## src/sensor_temp_humidity_compensation_macros.svh

```systemverilog
// assertion macros shared by the compensation block
`ifndef SENSOR_TEMP_HUMIDITY_COMPENSATION_MACROS_SVH
`define SENSOR_TEMP_HUMIDITY_COMPENSATION_MACROS_SVH

// same-cycle implication, clocked on aclk, off during reset
`define STHC_ASSERT_IMP(name, ante, cons, msg) \
    name: assert property (@(posedge aclk) disable iff (!aresetn) (ante) |-> (cons)) \
        else $error(msg);

// next-cycle implication, clocked on aclk, off during reset
`define STHC_ASSERT_NXT(name, ante, cons, msg) \
    name: assert property (@(posedge aclk) disable iff (!aresetn) (ante) |=> (cons)) \
        else $error(msg);

`endif

```

## src/sthc_pkg.sv

```systemverilog
// types, constants and helpers for the temperature and humidity compensation
`default_nettype none
package sthc_pkg;

    localparam int unsigned TEMP_STAGES = 4;
    localparam int unsigned HUM_STAGES  = 10;

    localparam logic [31:0] TEMP_ROUND      = 32'd128;
    localparam logic [31:0] HUM_FINE_OFFSET = 32'd76800;
    localparam logic [31:0] HUM_P_ROUND     = 32'd16384;
    localparam logic [31:0] HUM_Y_OFFSET    = 32'd32768;
    localparam logic [31:0] HUM_Q_OFFSET    = 32'd2097152;
    localparam logic [31:0] HUM_Q_ROUND     = 32'd8192;
    localparam logic [31:0] HUM_CLAMP_MAX   = 32'd419430400;
    localparam logic [16:0] HUM_HQ_MAX      = 17'd102400;
    localparam logic [23:0] HUM_PCT_SCALE   = 24'd100;
    localparam logic [23:0] HUM_PCT_ROUND   = 24'd512;
    localparam logic [13:0] HUM_CAP         = 14'd10000;

    typedef enum logic [2:0] {
        REG_TEMP_CAL_ONE      = 3'd0,
        REG_TEMP_CAL_TWO      = 3'd1,
        REG_TEMP_CAL_THREE    = 3'd2,
        REG_HUM_CAL_ONE       = 3'd3,
        REG_HUM_CAL_TWO       = 3'd4,
        REG_HUM_CAL_THREE     = 3'd5,
        REG_HUM_CAL_FOUR_FIVE = 3'd6,
        REG_HUM_CAL_SIX       = 3'd7
    } reg_idx_t;

    typedef struct packed {
        logic [15:0] temp_cal_one;
        logic [15:0] temp_cal_two;
        logic [15:0] temp_cal_three;
        logic [7:0]  hum_cal_one;
        logic [15:0] hum_cal_two;
        logic [7:0]  hum_cal_three;
        logic [23:0] hum_cal_four_five;
        logic [7:0]  hum_cal_six;
    } cal_t;

    typedef struct packed {
        logic        valid;
        logic [31:0] fine_offset;
        logic [15:0] temperature;
        logic [15:0] raw_humidity;
    } temp_stage_t;

    function automatic logic [31:0] asr32(input logic [31:0] x, input logic [4:0] sh);
        return $unsigned($signed(x) >>> sh);
    endfunction

    function automatic logic [31:0] sext16(input logic [15:0] x);
        return {{16{x[15]}}, x};
    endfunction

    function automatic logic [31:0] sext12(input logic [11:0] x);
        return {{20{x[11]}}, x};
    endfunction

    function automatic logic [31:0] sext8(input logic [7:0] x);
        return {{24{x[7]}}, x};
    endfunction

endpackage
`default_nettype wire

```

## src/sthc_cfg.sv

```systemverilog
// calibration register file behind the apb-style port
`default_nettype none
module sthc_cfg (
    input  wire logic          aclk,
    input  wire logic          aresetn,
    input  wire logic          psel,
    input  wire logic          penable,
    input  wire logic          pwrite,
    input  wire logic [4:0]    paddr,
    input  wire logic [31:0]   pwdata,
    output logic [31:0]        prdata,
    output logic               pready,
    output sthc_pkg::cal_t     cal
);

    sthc_pkg::cal_t     cal_reg;
    sthc_pkg::cal_t     cal_next;
    sthc_pkg::reg_idx_t idx;
    logic               wr_en;

    assign pready = 1'b1;
    assign idx    = sthc_pkg::reg_idx_t'(paddr[4:2]);
    assign wr_en  = psel && penable && pwrite && pready;

    always_comb begin
        cal_next = cal_reg;
        if (wr_en) begin
            unique case (idx)
                sthc_pkg::REG_TEMP_CAL_ONE:      cal_next.temp_cal_one      = pwdata[15:0];
                sthc_pkg::REG_TEMP_CAL_TWO:      cal_next.temp_cal_two      = pwdata[15:0];
                sthc_pkg::REG_TEMP_CAL_THREE:    cal_next.temp_cal_three    = pwdata[15:0];
                sthc_pkg::REG_HUM_CAL_ONE:       cal_next.hum_cal_one       = pwdata[7:0];
                sthc_pkg::REG_HUM_CAL_TWO:       cal_next.hum_cal_two       = pwdata[15:0];
                sthc_pkg::REG_HUM_CAL_THREE:     cal_next.hum_cal_three     = pwdata[7:0];
                sthc_pkg::REG_HUM_CAL_FOUR_FIVE: cal_next.hum_cal_four_five = pwdata[23:0];
                sthc_pkg::REG_HUM_CAL_SIX:       cal_next.hum_cal_six       = pwdata[7:0];
            endcase
        end
    end

    always_comb begin
        unique case (idx)
            sthc_pkg::REG_TEMP_CAL_ONE:      prdata = {16'b0, cal_reg.temp_cal_one};
            sthc_pkg::REG_TEMP_CAL_TWO:      prdata = {16'b0, cal_reg.temp_cal_two};
            sthc_pkg::REG_TEMP_CAL_THREE:    prdata = {16'b0, cal_reg.temp_cal_three};
            sthc_pkg::REG_HUM_CAL_ONE:       prdata = {24'b0, cal_reg.hum_cal_one};
            sthc_pkg::REG_HUM_CAL_TWO:       prdata = {16'b0, cal_reg.hum_cal_two};
            sthc_pkg::REG_HUM_CAL_THREE:     prdata = {24'b0, cal_reg.hum_cal_three};
            sthc_pkg::REG_HUM_CAL_FOUR_FIVE: prdata = {8'b0, cal_reg.hum_cal_four_five};
            sthc_pkg::REG_HUM_CAL_SIX:       prdata = {24'b0, cal_reg.hum_cal_six};
        endcase
    end

    always_ff @(posedge aclk) begin
        if (!aresetn) begin
            cal_reg <= '0;
        end else begin
            cal_reg <= cal_next;
        end
    end

    assign cal = cal_reg;

endmodule
`default_nettype wire

```

## config.mk

```make
export PLATFORM = sky130hd
export DESIGN_NAME = sthc_cfg
export DESIGN_NICKNAME = d
export VERILOG_FILES = /design/src/sensor_temp_humidity_compensation_macros.svh /design/src/sthc_pkg.sv /design/src/sthc_cfg.sv
export SDC_FILE = /design/constraint.sdc
export NUM_CORES = 1
export LEC_CHECK = 0
export ABC_AREA = 0
export BUFFER_PORTS_ARGS = -buffer_cell sky130_fd_sc_hd__buf_2
export CAP_MARGIN = 20
export CORE_MARGIN = 3
export CORE_UTILIZATION = 25
export DETAILED_ROUTE_END_ITERATION = 8
export GPL_TIMING_DRIVEN = 0
export SKIP_LAST_GASP = 1
export SYNTH_ARGS = -nofsm -noshare
export SYNTH_HDL_FRONTEND = slang
export SYNTH_SLANG_ARGS = --single-unit
```

## constraint.sdc

```tcl
create_clock -name aclk -period 3.2 [get_ports aclk]
set_input_delay 0 -clock aclk [delete_from_list [all_inputs] [get_ports aclk]]
set_output_delay 0 -clock aclk [all_outputs]
set_load 0.005 [all_outputs]
```

# Yosys cells after proc, flatten, opt, wreduce, memory -nomap -nowiden
# Cells that the tools add are included.
dict set report classes {
  reduce_logical 11
  n_eq_ne 7
  muxes 1
}
# operator count
set op_table {}
lappend op_table {{case mux 32 bit (8 select lines)} 1}
lappend op_table {{AND reduction 2 bit} 8}
lappend op_table {{equality test 3 bit, second input constant} 4}
lappend op_table {{equality test 3 x 2 -> 1 bit, second input constant} 2}
lappend op_table {{equality test 3 x 1 -> 1 bit, second input constant} 1}
lappend op_table {{zero test 3 bit} 1}
lappend op_table {{logical AND 1 bit} 2}
dict set report word_totals {
  regBits 112
  output_inout_bits 145
  word_cells 27
  input_bits 42
}

# Logic depth before layout (Yosys ltp)
dict set report logic_depth {
  word_depth 3
  depth_mapped 8
}

# Worst setup path before layout
# No wires, ideal clock.
dict set report synth_timing {
  kind {input to register}
  startpoint {input port paddr[3]}
  endpoint {register cal_reg (netlist bit cal[102])}
  required_time_ps 3084
  slack_ps 2054
  path_stages 7
  path_buffers 3
  t_arrival_ps 1030
  cell_sequence {buf_4 > nand4b_4 > or3_1 > buf_2 > buf_6 > nand2_1 > a21boi_1}
}
dict set report synth_between {
  elab_chain_cells 2
}
# item line_no
set synth_rtl {}
lappend synth_rtl {{from (decl)} sthc_cfg.sv:9} ;# input wire logic [4:0] paddr,
lappend synth_rtl {{zero test 3 bit} sthc_cfg.sv:28} ;# unique case (idx)
lappend synth_rtl {{AND reduction 2 bit (no source line)} --}
lappend synth_rtl {{to (signal assigned)} sthc_cfg.sv:58} ;# cal_reg <= cal_next;
lappend synth_rtl {{to (decl)} sthc_cfg.sv:16} ;# sthc_pkg::cal_t cal_reg;
# Every way passes these cells.
# A chain may end at the register's enable or synchronous reset.

# Worst setup path after layout
dict set report layout_timing {
  startpoint {register cal_reg (netlist bit cal[39])}
  endpoint {output port prdata[7]}
}
dict set report layout_between {
  elab_chain_cells 1
}
# item line_no
set layout_rtl {}
lappend layout_rtl {{case mux 32 bit (8 select lines)} sthc_cfg.sv:42} ;# unique case (idx)
lappend layout_rtl {{to (decl)} sthc_cfg.sv:11} ;# output logic [31:0] prdata,
# Every way passes these cells. The select of a mux whose other input is x is not followed.

==> metrics.md <==
| Metric | Value |
|---|---|
| Critical Path Start Type | `flop` |
| PostCTS Resize Cnt | `0` |
| Placed cell count | `approximately 1,100` |
| Max reg flops | `112` |
| Final slew viol count | `0` |
| Gr ovfl total | `0` |
| Compound-Gate Fraction of Synth Area | `0.248` |
| Starting Density | `0.256` |
| Root Buffer Master | `clkbuf_16` |
| Share of layout cells above drive strength 1 | `0.280` |
| Worst slew margin | `0.541` |
| Synth Instances | `636` |
| Max Clock Freq | `roughly 590 MHz` |
| Initial antenna violation count | `0` |
| Reg power frac | `0.490` |
| Worst Hold Class | `primary input to flop` |
| Largest net degree at the start of global routing | `20` |
| Longest Clk Path Bufs | `2` |
| Critical Path AT | `between 1500 and 2000 ps` |
| Worst-Margin Slew | `roughly 690 ps` |
| Wire length per cell | `19.3 um` |
| Via/cell ratio | `~4.7` |
| Status | `completed` |
| XOR/XNOR Fraction of Synth Area | `0` |
| Int Power | `2.13 mW` |
| Tcrit/Tclk final | `0.531` |
| Worst setup path class | `flop to output pin` |
| Post-synthesis mux area share | `0.0718` |
| Crit path time final | `around 1700 ps` |
| Die Span Y | `around 150 um` |
| Finished Layout Cells | `approximately 1,100` |
| Antenna Violating Nets Remaining | `0` |
| HP Start | `aresetn` |
| CTS Buf Count | `9` |
| # setup viols final | `0` |
| Sw Share | `0.259` |
| Post-synth EDFFs | `0` |
| Fillers | `approximately 2,200` |
| Synthesized area | `0.00540 sq mm` |
| Critical Path End Type | `output pin` |
| Worst clock skew | `0 ps` |
| Worst EP required | `between 3000 and 4000 ps` |
| Yosys warning count | `0` |
| Setup bufs post-CTS | `0` |
| P per Cell Area | `408 mW/mm^2` |
| Worst vdd ir | `about 0.00019 V` |
| Total track usage | `0.178` |
| Final Hold Fails | `0` |
| CTS tree | `yes` |
| HPWL Detailed | `between 15 and 20 mm` |
| Crit path max fanout | `3` |
| P_sw | `around 750 uW` |
| First-pass GRT wire length | `about 32 mm` |
| Post-Synth Adder-Cell Area | `0` |
| Main synth FF type | `dfxtp_1` |
| Die span in x | `roughly 150 um` |
| Avg Inst Size Synth | `roughly 8.5 sq um` |
| Synth Area in Simple Gates | `0.183` |
| # port buffers | `between 150 and 200` |
| Nets | `between 800 and 900` |
| Clock Sinks | `112` |
| I/O Pins | `approximately 190` |
| Worst skew pair latency | `360 ps` |
| TNS Setup | `0 ps` |
| Asr flop ratio synth | `0` |
| 1st-iter DRT viols | `~460` |
| CTS Hold Bufs | `21` |
| Remaining DRCs | `0` |
| DR pass1 iterations | `5` |
| Reg2reg start | `cal[38]` |
| Routed vias | `about 5,300` |
| H-tree lvl count | `3` |
| Vias in the first global route | `between 4,000 and 5,000` |
| Site Rows | `53` |
| Combinational share of power | `0.098` |
| Unrepaired setup endpoints after global routing | `no` |
| FF+latch count, synth | `112` |
| Post-synthesis sequential area ratio | `0.415` |
| Die Footprint | `0.0234 sq mm` |
| Core ar. | `0.0211 sq mm` |
| Netlist cell types | `39` |
| Number of antenna cells inserted | `0` |
| Clock Power Share | `0.412` |
| Reg clk slew, reported paths | `80 ps` |
| P_leak | `approximately 2.9 nW` |
| Synth-to-Final Area Change | `30.7%` |
| Max-cap check violation count | `0` |
| Worst Setup SP | `cal[39]` |
| Main combinational cell family by area after synthesis | `compound AO/OA/AOI/OAI gates` |
| GP Congestion | `0.806` |
| Post-Route WL | `21.4 mm` |
## area by class of cell
cell class	count	area, sq um	area share
Inverter	9	33.8	0.00479
Buffer	68	399	0.0566
Clock inverter	7	77.6	0.0110
Timing Repair Buffer	176	986	0.140
Sequential cell	112	2240	0.318
Multi-Input combinational cell	454	2750	0.390
Clock buffer	9	225	0.0319
Tap cell	275	344	0.0488
## cells by family after synthesis
| logic type | Yosys count |
|---|---|
| AO/OA/AOI/OAI | 190 |
| buffers and inverters | 77 |
| flip-flops | 112 |
| multiplexers | 37 |
| other | 2 |
| AND/OR/NAND/NOR | 218 |
## placed cells by master, fill, tap and decap left out, types with 2 or more instances in the layout
cell type / instances
o22ai_1: 8
dfxtp_1: 112
mux2i_1: 23
a21boi_0: 75
buf_1: 3
nor2_1: 19
nor2_4: 2
a221oi_1: 15
dlygate4sd3_1: 21
inv_1: 9
o21ai_0: 42
buf_6: 6
a22oi_1: 15
conb_1: 9
a22o_1: 7
a21boi_1: 23
and2_1: 8
nor2b_1: 18
or3_1: 3
mux2_2: 14
nor3_2: 2
clkbuf_1: 26
buf_2: 165
nand2_1: 156
inv_6: 3
buf_4: 23
clkbuf_16: 9
## final timing paths
kind | slack [ps] | to | depth (start not counted)
setup reg to reg | 2430 | cal[38] | 2
hold / removal | 70 | cal[96] | 2
hold reg to reg | 470 | cal[30] | 2
setup / recovery | 1500 | prdata[7] | 5
## critical path, stage by stage (launching register included)
cell and delay, ps:
dfxtp_1 330, mux2_2 270, a22o_1 200, a221oi_1 300
nor2_1 80, buf_2 160
## per-stage QoR
step                setup slack (ps)  hold slack (ps)  utilization  total power [mW]  instance area [sq um]
floorplan                       2050              135            -              1.59                   5430
global placement                1560              242        0.310              1.70                   6550
detailed placement              1560              254        0.310              1.70                   6550
CTS                             1490             54.1        0.335              2.89                   7060
global route                    1390             87.6        0.335              2.97                   7060
finish                          1500             70.5        0.335              2.88                   7060
## synthesized netlist by cell type (all sizes together), types with 2 or more instances
cell	count	area share
and2	8	0.0093
nand2	157	0.11
a22o	7	0.011
clkbuf	26	0.018
a22oi	15	0.021
dfxtp	112	0.42
inv	9	0.0063
nand2b	2	0.0037
mux2i	23	0.043
nor2	23	0.022
o22ai	8	0.0093
a221oi	15	0.024
nor3	3	0.0046
conb	2	0.0014
nor2b	18	0.021
o21ai	42	0.039
mux2	14	0.029
a21boi	98	0.14
or3	3	0.0035
buf	42	0.056
## power by group through the flow
stage                     clock network, mW  logic (mW)  registers (mW)
after detailed placement                  0       0.259            1.44
after floorplan                           0       0.148            1.44
after global routing                   1.26       0.302            1.41
after global placement                    0       0.258            1.44
final                                  1.19       0.281            1.41
after CTS                              1.20       0.280            1.41
## metal layers
metal  track usage  up-vias  part of all wire
li1              -     2544                 -
met1         0.229     2523              0.43
met2         0.293      183              0.48
met3        0.0544       16             0.079
met4        0.0441        0             0.012
met5             0        -                 0
Power figures use the tool's default switching activity.
