## src/sensor_temp_humidity_compensation_macros.svh

```systemverilog
// assertion macros shared by the compensation block
`ifndef SENSOR_TEMP_HUMIDITY_COMPENSATION_MACROS_SVH
`define SENSOR_TEMP_HUMIDITY_COMPENSATION_MACROS_SVH

// same-cycle implication, clocked on aclk, off during reset
`define STHC_ASSERT_IMP(name, ante, cons, msg) \
    name: assert property (@(posedge aclk) disable iff (!aresetn) (ante) |-> (cons)) \
        else $error(msg);

// next-cycle implication, clocked on aclk, off during reset
`define STHC_ASSERT_NXT(name, ante, cons, msg) \
    name: assert property (@(posedge aclk) disable iff (!aresetn) (ante) |=> (cons)) \
        else $error(msg);

`endif

```

## src/sthc_pkg.sv

```systemverilog
// types, constants and helpers for the temperature and humidity compensation
`default_nettype none
package sthc_pkg;

    localparam int unsigned TEMP_STAGES = 4;
    localparam int unsigned HUM_STAGES  = 10;

    localparam logic [31:0] TEMP_ROUND      = 32'd128;
    localparam logic [31:0] HUM_FINE_OFFSET = 32'd76800;
    localparam logic [31:0] HUM_P_ROUND     = 32'd16384;
    localparam logic [31:0] HUM_Y_OFFSET    = 32'd32768;
    localparam logic [31:0] HUM_Q_OFFSET    = 32'd2097152;
    localparam logic [31:0] HUM_Q_ROUND     = 32'd8192;
    localparam logic [31:0] HUM_CLAMP_MAX   = 32'd419430400;
    localparam logic [16:0] HUM_HQ_MAX      = 17'd102400;
    localparam logic [23:0] HUM_PCT_SCALE   = 24'd100;
    localparam logic [23:0] HUM_PCT_ROUND   = 24'd512;
    localparam logic [13:0] HUM_CAP         = 14'd10000;

    typedef enum logic [2:0] {
        REG_TEMP_CAL_ONE      = 3'd0,
        REG_TEMP_CAL_TWO      = 3'd1,
        REG_TEMP_CAL_THREE    = 3'd2,
        REG_HUM_CAL_ONE       = 3'd3,
        REG_HUM_CAL_TWO       = 3'd4,
        REG_HUM_CAL_THREE     = 3'd5,
        REG_HUM_CAL_FOUR_FIVE = 3'd6,
        REG_HUM_CAL_SIX       = 3'd7
    } reg_idx_t;

    typedef struct packed {
        logic [15:0] temp_cal_one;
        logic [15:0] temp_cal_two;
        logic [15:0] temp_cal_three;
        logic [7:0]  hum_cal_one;
        logic [15:0] hum_cal_two;
        logic [7:0]  hum_cal_three;
        logic [23:0] hum_cal_four_five;
        logic [7:0]  hum_cal_six;
    } cal_t;

    typedef struct packed {
        logic        valid;
        logic [31:0] fine_offset;
        logic [15:0] temperature;
        logic [15:0] raw_humidity;
    } temp_stage_t;

    function automatic logic [31:0] asr32(input logic [31:0] x, input logic [4:0] sh);
        return $unsigned($signed(x) >>> sh);
    endfunction

    function automatic logic [31:0] sext16(input logic [15:0] x);
        return {{16{x[15]}}, x};
    endfunction

    function automatic logic [31:0] sext12(input logic [11:0] x);
        return {{20{x[11]}}, x};
    endfunction

    function automatic logic [31:0] sext8(input logic [7:0] x);
        return {{24{x[7]}}, x};
    endfunction

endpackage
`default_nettype wire

```

## src/sthc_temp.sv

```systemverilog
// temperature pipeline: fine temperature and centi-degrees, four stages
`default_nettype none
`include "sensor_temp_humidity_compensation_macros.svh"
module sthc_temp (
    input  wire logic                 aclk,
    input  wire logic                 aresetn,
    input  wire logic                 en,
    input  wire logic                 in_valid,
    input  wire logic [19:0]          raw_temperature,
    input  wire logic [15:0]          raw_humidity,
    input  wire sthc_pkg::cal_t       cal,
    output sthc_pkg::temp_stage_t     out
);

    logic [sthc_pkg::TEMP_STAGES-1:0] valid_reg;
    logic [sthc_pkg::TEMP_STAGES-1:0] valid_next;

    logic [31:0] a_reg, a_next, b_reg, b_next;
    logic [31:0] m1_reg, m1_next, bb_reg, bb_next;
    logic [31:0] var1_reg, var1_next, m3_reg, m3_next;
    logic [31:0] fine;
    logic [31:0] temp_full;
    logic [31:0] v_reg, v_next;
    logic [15:0] temp_reg, temp_next;
    logic [15:0] hum_reg [sthc_pkg::TEMP_STAGES];
    logic [15:0] hum_next [sthc_pkg::TEMP_STAGES];

    always_comb begin
        valid_next = valid_reg;
        if (en) begin
            valid_next = {valid_reg[sthc_pkg::TEMP_STAGES-2:0], in_valid};
        end
    end

    always_ff @(posedge aclk) begin
        if (!aresetn) begin
            valid_reg <= '0;
        end else begin
            valid_reg <= valid_next;
        end
    end

    // stage 1: offsets
    assign a_next = {15'b0, raw_temperature[19:3]} - {15'b0, cal.temp_cal_one, 1'b0};
    assign b_next = {16'b0, raw_temperature[19:4]} - {16'b0, cal.temp_cal_one};

    // stage 2: products
    assign m1_next = a_reg * sthc_pkg::sext16(cal.temp_cal_two);
    assign bb_next = b_reg * b_reg;

    // stage 3
    assign var1_next = sthc_pkg::asr32(m1_reg, 5'd11);
    assign m3_next   = sthc_pkg::asr32(bb_reg, 5'd12) * sthc_pkg::sext16(cal.temp_cal_three);

    // stage 4: fine temperature, rounded centi-degrees
    assign fine      = var1_reg + sthc_pkg::asr32(m3_reg, 5'd14);
    assign temp_full = {fine[29:0], 2'b0} + fine + sthc_pkg::TEMP_ROUND;
    assign temp_next = temp_full[23:8];
    assign v_next    = fine - sthc_pkg::HUM_FINE_OFFSET;

    always_comb begin
        hum_next[0] = raw_humidity;
        for (int i = 1; i < sthc_pkg::TEMP_STAGES; i++) begin
            hum_next[i] = hum_reg[i-1];
        end
    end

    always_ff @(posedge aclk) begin
        if (en) begin
            a_reg    <= a_next;
            b_reg    <= b_next;
            m1_reg   <= m1_next;
            bb_reg   <= bb_next;
            var1_reg <= var1_next;
            m3_reg   <= m3_next;
            v_reg    <= v_next;
            temp_reg <= temp_next;
            for (int i = 0; i < sthc_pkg::TEMP_STAGES; i++) begin
                hum_reg[i] <= hum_next[i];
            end
        end
    end

    assign out.valid        = valid_reg[sthc_pkg::TEMP_STAGES-1];
    assign out.fine_offset  = v_reg;
    assign out.temperature  = temp_reg;
    assign out.raw_humidity = hum_reg[sthc_pkg::TEMP_STAGES-1];

    `STHC_ASSERT_NXT(a_temp_stall_hold, !en, $stable(valid_reg), "temp valids moved in stall")
    `STHC_ASSERT_NXT(a_temp_advance, en && valid_reg[0], valid_reg[1], "temp item lost")
    `STHC_ASSERT_NXT(a_temp_enter, en && in_valid, valid_reg[0], "temp item not taken")

endmodule
`default_nettype wire

```

## config.mk

```make
export PLATFORM = sky130hd
export DESIGN_NAME = sthc_temp
export DESIGN_NICKNAME = d
export VERILOG_FILES = /design/src/sthc_pkg.sv /design/src/sthc_temp.sv
export VERILOG_INCLUDE_DIRS = /design/src /design/src/src
export SDC_FILE = /design/constraint.sdc
export NUM_CORES = 2
export LEC_CHECK = 0
export BUFFER_PORTS_ARGS = -buffer_cell sky130_fd_sc_hd__buf_2
export CAP_MARGIN = 0
export CORE_ASPECT_RATIO = 1.25
export CORE_MARGIN = 2
export CORE_UTILIZATION = 65
export DETAILED_ROUTE_END_ITERATION = 16
export PLACE_DENSITY = 0.84
export SYNTH_ARGS = -nofsm -noshare
export SYNTH_HDL_FRONTEND = slang
export SYNTH_SLANG_ARGS = --single-unit
```

## constraint.sdc

```tcl
create_clock -name aclk -period 10.7 [get_ports aclk]
set_input_delay 0 -clock aclk [delete_from_list [all_inputs] [get_ports aclk]]
set_output_delay 0 -clock aclk [all_outputs]
set_load 0.1 [all_outputs]
```

======== Word level (Yosys, flattened, before mapping) ========
Memory sizes are Yosys's and may differ from the RTL's.
Cells that the tools add are included.
operators by class
  $add $sub $neg .......................... 6
  multiply operators ...................... 3
  divide/modulo/power cells ............... 0
  magnitude comparators ................... 0
  equality and inequality tests ........... 0
  shift-type cells ........................ 0
  multiplexer cells ....................... 2
  bitwise gates (word level) .............. 0
  reduce and logical (&&, ||, !) cells .... 0
operator list
  operator                number
  $mul 20x16->32          1
  $mul 32x16->32          1
  $mul 32x32->32          1
  $add 24x22->24          1
  $add 24x9->24 const B   1
  $sub 22x18->23 const B  1
  $add 21x18->22          1
  $sub 17x17->18          1
  $sub 16x16->17          1
  $mux 1                  2
storage, ports and cells
  bits in registers ....................... 233
  bits in latches ......................... 0
  RAM bits ................................ 64
  bits in read-only memories .............. 0
  input bits .............................. 152
  output and inout port bits .............. 65
  word-level logic and storage cells ...... 21
  memories ................................ 1
memories
  name     words  width  read ports  clocked after Yosys merged registers in  write ports  RTL line         source
  hum_reg  4      16     4           0                                        4            sthc_temp.sv:25  logic [15:0] hum_reg [sthc_pkg::TEMP_STAGES];

======== Logic depth before layout (Yosys ltp) ========
  depth in word-level cells ............... 3
  gate-level depth with buffers ........... 29
  gate-level depth less buffers ........... 28

======== Worst setup path before layout ========
OpenSTA, ideal clock, no wires.
  path type ............................... register -> register
  start ................................... register a_reg[3] (netlist name)
  end ..................................... register bb_reg[31], data pin
  library setup time ...................... 260 ps
  data arrival time ....................... 7118 ps
  required time ........................... 10440 ps
  path slack .............................. 3323 ps
  cell stages (with the launch flop) ...... 27
  buffers on the path ..................... 2
  clock period less this slack ............ 7377 ps
  cells stage by stage .................... edfxtp_1 > clkbuf_1 > clkbuf_1 > nand2_1 > inv_1 > fa_1 > fa_1 > inv_1 > fa_1 > fa_1 > inv_1 > fa_1 > fa_1 > fa_1 > inv_1 > fa_1 > inv_1 > ha_1 > a21o_1 > a21oi_1 > o221a_2 > o211ai_1 > a31oi_1 > o21ai_1 > o22a_1 > a21oi_1 > xnor2_1
RTL lines
  item                  RTL line         source
  end signal, assigned  sthc_temp.sv:73  bb_reg <= bb_next;
  end, declared         sthc_temp.sv:19  logic [31:0] m1_reg, m1_next, bb_reg, bb_next;

==> results.txt <==
The worst register-to-register path begins at a_reg[3]. Counting cells, the worst reg-to-reg path comes to 23. The most critical setup path has its startpoint at a_reg[3]. The detailed router used layers up to and including met5. The die is 283 um tall. In the layout the commonest cells are sky130_fd_sc_hd__inv_1 (1,045), sky130_fd_sc_hd__fa_1 (870), sky130_fd_sc_hd__nand2_1 (409).

The first-iteration detailed-routing DRC count came out at between 1,000 and 1,500. The pin count of the biggest net entering global routing came out at 77. The kind of start point of the critical path is a register. Among the stages of the critical path, the cell type that occurs most often is sky130_fd_sc_hd__fa_1.

TritonCTS built the clock tree. Counting flops with a built-in enable in the synthesized netlist gives between 200 and 250. The mean instance size in the synthesized netlist came out at approximately 10 um2. The repair_antennas step left the layout with diodes totalling 0.

The area growth from synthesis to layout is 6.52%. The sequential-to-total area share from yosys stat is about 15%. After detailed routing, the number of remaining DRC violations is 0. The final cycle utilization of the critical path came out at 77.7%. The total routing usage reported by global routing is approximately 29%. The total via count after detailed routing came out at roughly 27,000. The initial antenna violation count was 1. In this run, CTS created clock tree buffers numbering 23. The number of setup buffers added after CTS is 0.

The routed length on met2 is between 40,000 and 50,000 um. Using the TritonRoute via totals, the vias-per-cell ratio works out to between 5 and 6. The worst setup path is captured at a register.

The routed length on met1 is approximately 31,000 um. The signal on the critical path passes through buf_4, nand2_1, fa_1, fa_1, inv_1, fa_1, inv_1, fa_1, inv_1, fa_1, inv_1, fa_1, fa_1, fa_1, inv_1, ha_1, o21ai_0, nand2b_1, a31oi_1, o21ai_1, o22a_1, a21oi_1, xnor2_1. Leaving out fill and tap cells, the most frequent cell in the layout is sky130_fd_sc_hd__inv_1. The number of buffers and inverters on the critical path came out at 6. The worst-case setup slack after placement is 2440 ps. The number of buffers inserted by port buffering is approximately 150. The critical path crosses 23 cells after its start point. Setup violations remaining at the end of the flow were counted as 0.

The flip-flop count of the largest register after layout came out at between 60 and 70. The number of buffers on the longest clock path is 3. The area enclosed by the die boundary came out at approximately 0.064 mm2. The number of warnings reported in the yosys synthesis log is 0. The number of levels in the clock H-tree came out at 1. Hold timing on the final database bottoms out at a slack of about 21 ps.

For this design, the sink count on the clock tree is just over 200. The maximum frequency from static timing analysis came out at 120 MHz. The net count of the mapped netlist is 5,384. The share of flip-flops with an asynchronous set or reset is 0%. The number of max-slew violations in the final report came out at 0.

In the post-synthesis netlist, the biggest area contributors are sky130_fd_sc_hd__fa_1 (43%), sky130_fd_sc_hd__edfxtp_1 (15%), sky130_fd_sc_hd__ha_1 (11%). The worst path arrival time is 8600 ps. Across the run, the number of max-cap violations was 0. Among cell families on the critical path, the largest total delay comes from adder cells. The area of the core is between 0.06 and 0.07 mm2.

The global-route wire length before repair is between 100,000 and 150,000 um. Counting I/O delays and the setup requirement, the final critical path takes 8320 ps. Setup repair after global routing left no endpoint under its margin. After synthesis, the largest area contributor takes up 43.0% of total cell area. The required time of the worst setup path came out at ~11,000 ps. The kind of path behind the tightest hold check is primary input to register. The run finished with clean final reports. By startpoint and endpoint, the worst setup path is classified as register to register. The met3 wirelength from detailed routing came out at around 4600 um.

In this run the critical register-to-register path is captured at bb_reg[31]. The net count of the finished layout is roughly 5,500. The critical path ends at bb_reg[31].

The remaining number of nets flagged by the antenna check after routing came out at 0. For this run, the slowest stage of the critical path takes about 830 ps. CTS placed an instance of sky130_fd_sc_hd__clkbuf_16 at the clock tree root. In this run the cell area of the synthesized design comes to 0.0405 mm2. Among all flip-flop cells after synthesis, the most frequent one is sky130_fd_sc_hd__edfxtp_1. The via count of the first global-routing pass came out at between 30,000 and 40,000. The starting density of the core is between 60% and 70%. The final hold violation count is 0.

The die extent in x is roughly 230 um. The routed length per instance came out at 17.9 um. The share of final-layout standard cells stronger than drive strength 1 is under 10%. The setup skew after layout is between 15 and 20 ps. Global routing finished with a remaining overflow of 0.

The final wirelength is slightly below 90,000 um. The I/O pin count came out at between 200 and 250. The gate count of the mapped netlist came out at ~4,000.

The transition at the pin with the smallest max-transition slack is between 1000 and 1500 ps. The detailed-router iteration count before antenna repair came out at 5. The cell accounting for the most synthesized area is sky130_fd_sc_hd__fa_1. The worst relative slew slack is between 20 and 25%.

The insertion delay of the later-clocked pin in the worst-skew pair is between 500 and 600 ps. Routability-driven placement finished with a final weighted congestion of around 0.9. The final setup TNS is 0 ps. For flop-to-flop paths, the worst setup slack is 2380 ps. The site row count came out at about 100. The master of the slowest instance on the critical path is sky130_fd_sc_hd__fa_1. The minimum setup slack in the final design came out at 2380 ps. The number of unique standard cell types used by synthesis is 75. The clock edge transition at the registers on the reported setup and hold paths is around 60 ps. The synthesis-stage register bit count came out at ~200.

The largest driver fanout on the critical path came out at 22. The estimated wirelength of the detail-placed design is ~71,000 um.
how the worst min path moves through the flow:
| stage | from | to | slack, ps | depth (start not counted) |
|---|---|---|---|---|
| final | en | hum_reg[3][5] | 20 | 1 |
| after detailed placement | raw_humidity[12] | hum_reg[0][12] | 180 | 1 |
| after global placement | raw_humidity[12] | hum_reg[0][12] | 180 | 1 |
| after floorplan | raw_temperature[3] | a_reg[0] | 100 | 0 |
| after CTS | raw_temperature[12] | a_reg[9] | 4 | 3 |
| after global routing | raw_temperature[12] | a_reg[9] | 40 | 3 |
logic make-up after synthesis:
group	share of synthesized area, %
xor gates and xnor gates	3.67
buffers and inverters	11.1
DFF	15.1
muxes	0.198
adders and majority gates	54.3
and+or+nand+nor	11.7
AOI/OAI and AO/OA	3.95
worst reg2reg max path: cells and delay by family, from the launching register on:
family,cells,cell delay (ps)
AND/OR/NAND/NOR,2,350
XOR/XNOR,1,110
flip-flops,1,790
AO/OA/AOI/OAI,5,1050
adder cells (fa/ha/maj),9,4860
buffers and inverters,6,870
layout make-up:
type	instances	area, um2
multi-input combinational	2609	29900
clock inverter	16	193
tap	832	1040
timing repair buffer	218	1390
fill	4445	18600
sequential	205	6120
clock buffer	25	583
inverter	1046	3930
per-layer routing:
| metal | GRT usage, % | vias up |
|---|---|---|
| li1 | - | 12100 |
| met1 | 33.8 | 13918 |
| met2 | 52.8 | 987 |
| met3 | 3.60 | 373 |
| met4 | 16.9 | 2 |
| met5 | 0 | - |
stage by stage:
stage               cell area [um2]  cells  util [%]
global route                  43200   4951      69.9
CTS                           43200   4951      69.9
finish                        43200   4951      69.9
global placement              41900   4863      67.9
floorplan                     40500   3996         -
detailed placement            41900   4863      67.9
timing repair:
| item | in CTS | in global routing |
|---|---|---|
| hold endpoints to repair | 38 | 0 |
| hold buffers | 47 | 0 |
| gates resized for setup | 0 | 0 |
cells in the mapped netlist, drive strengths merged (24+ instances only):
cell type and count:
nand2 409, clkbuf 122, nand2b 27, nand3 24, ha 366, inv 1045, fa 870, xnor2 120
a21oi 63, a21o 26, xor2 50, edfxtp 201, nor2 92, o21ai 40, and2 325
Power is not shown: default switching activity piles up to over one toggle a cycle in this logic, so the estimate is an artifact.
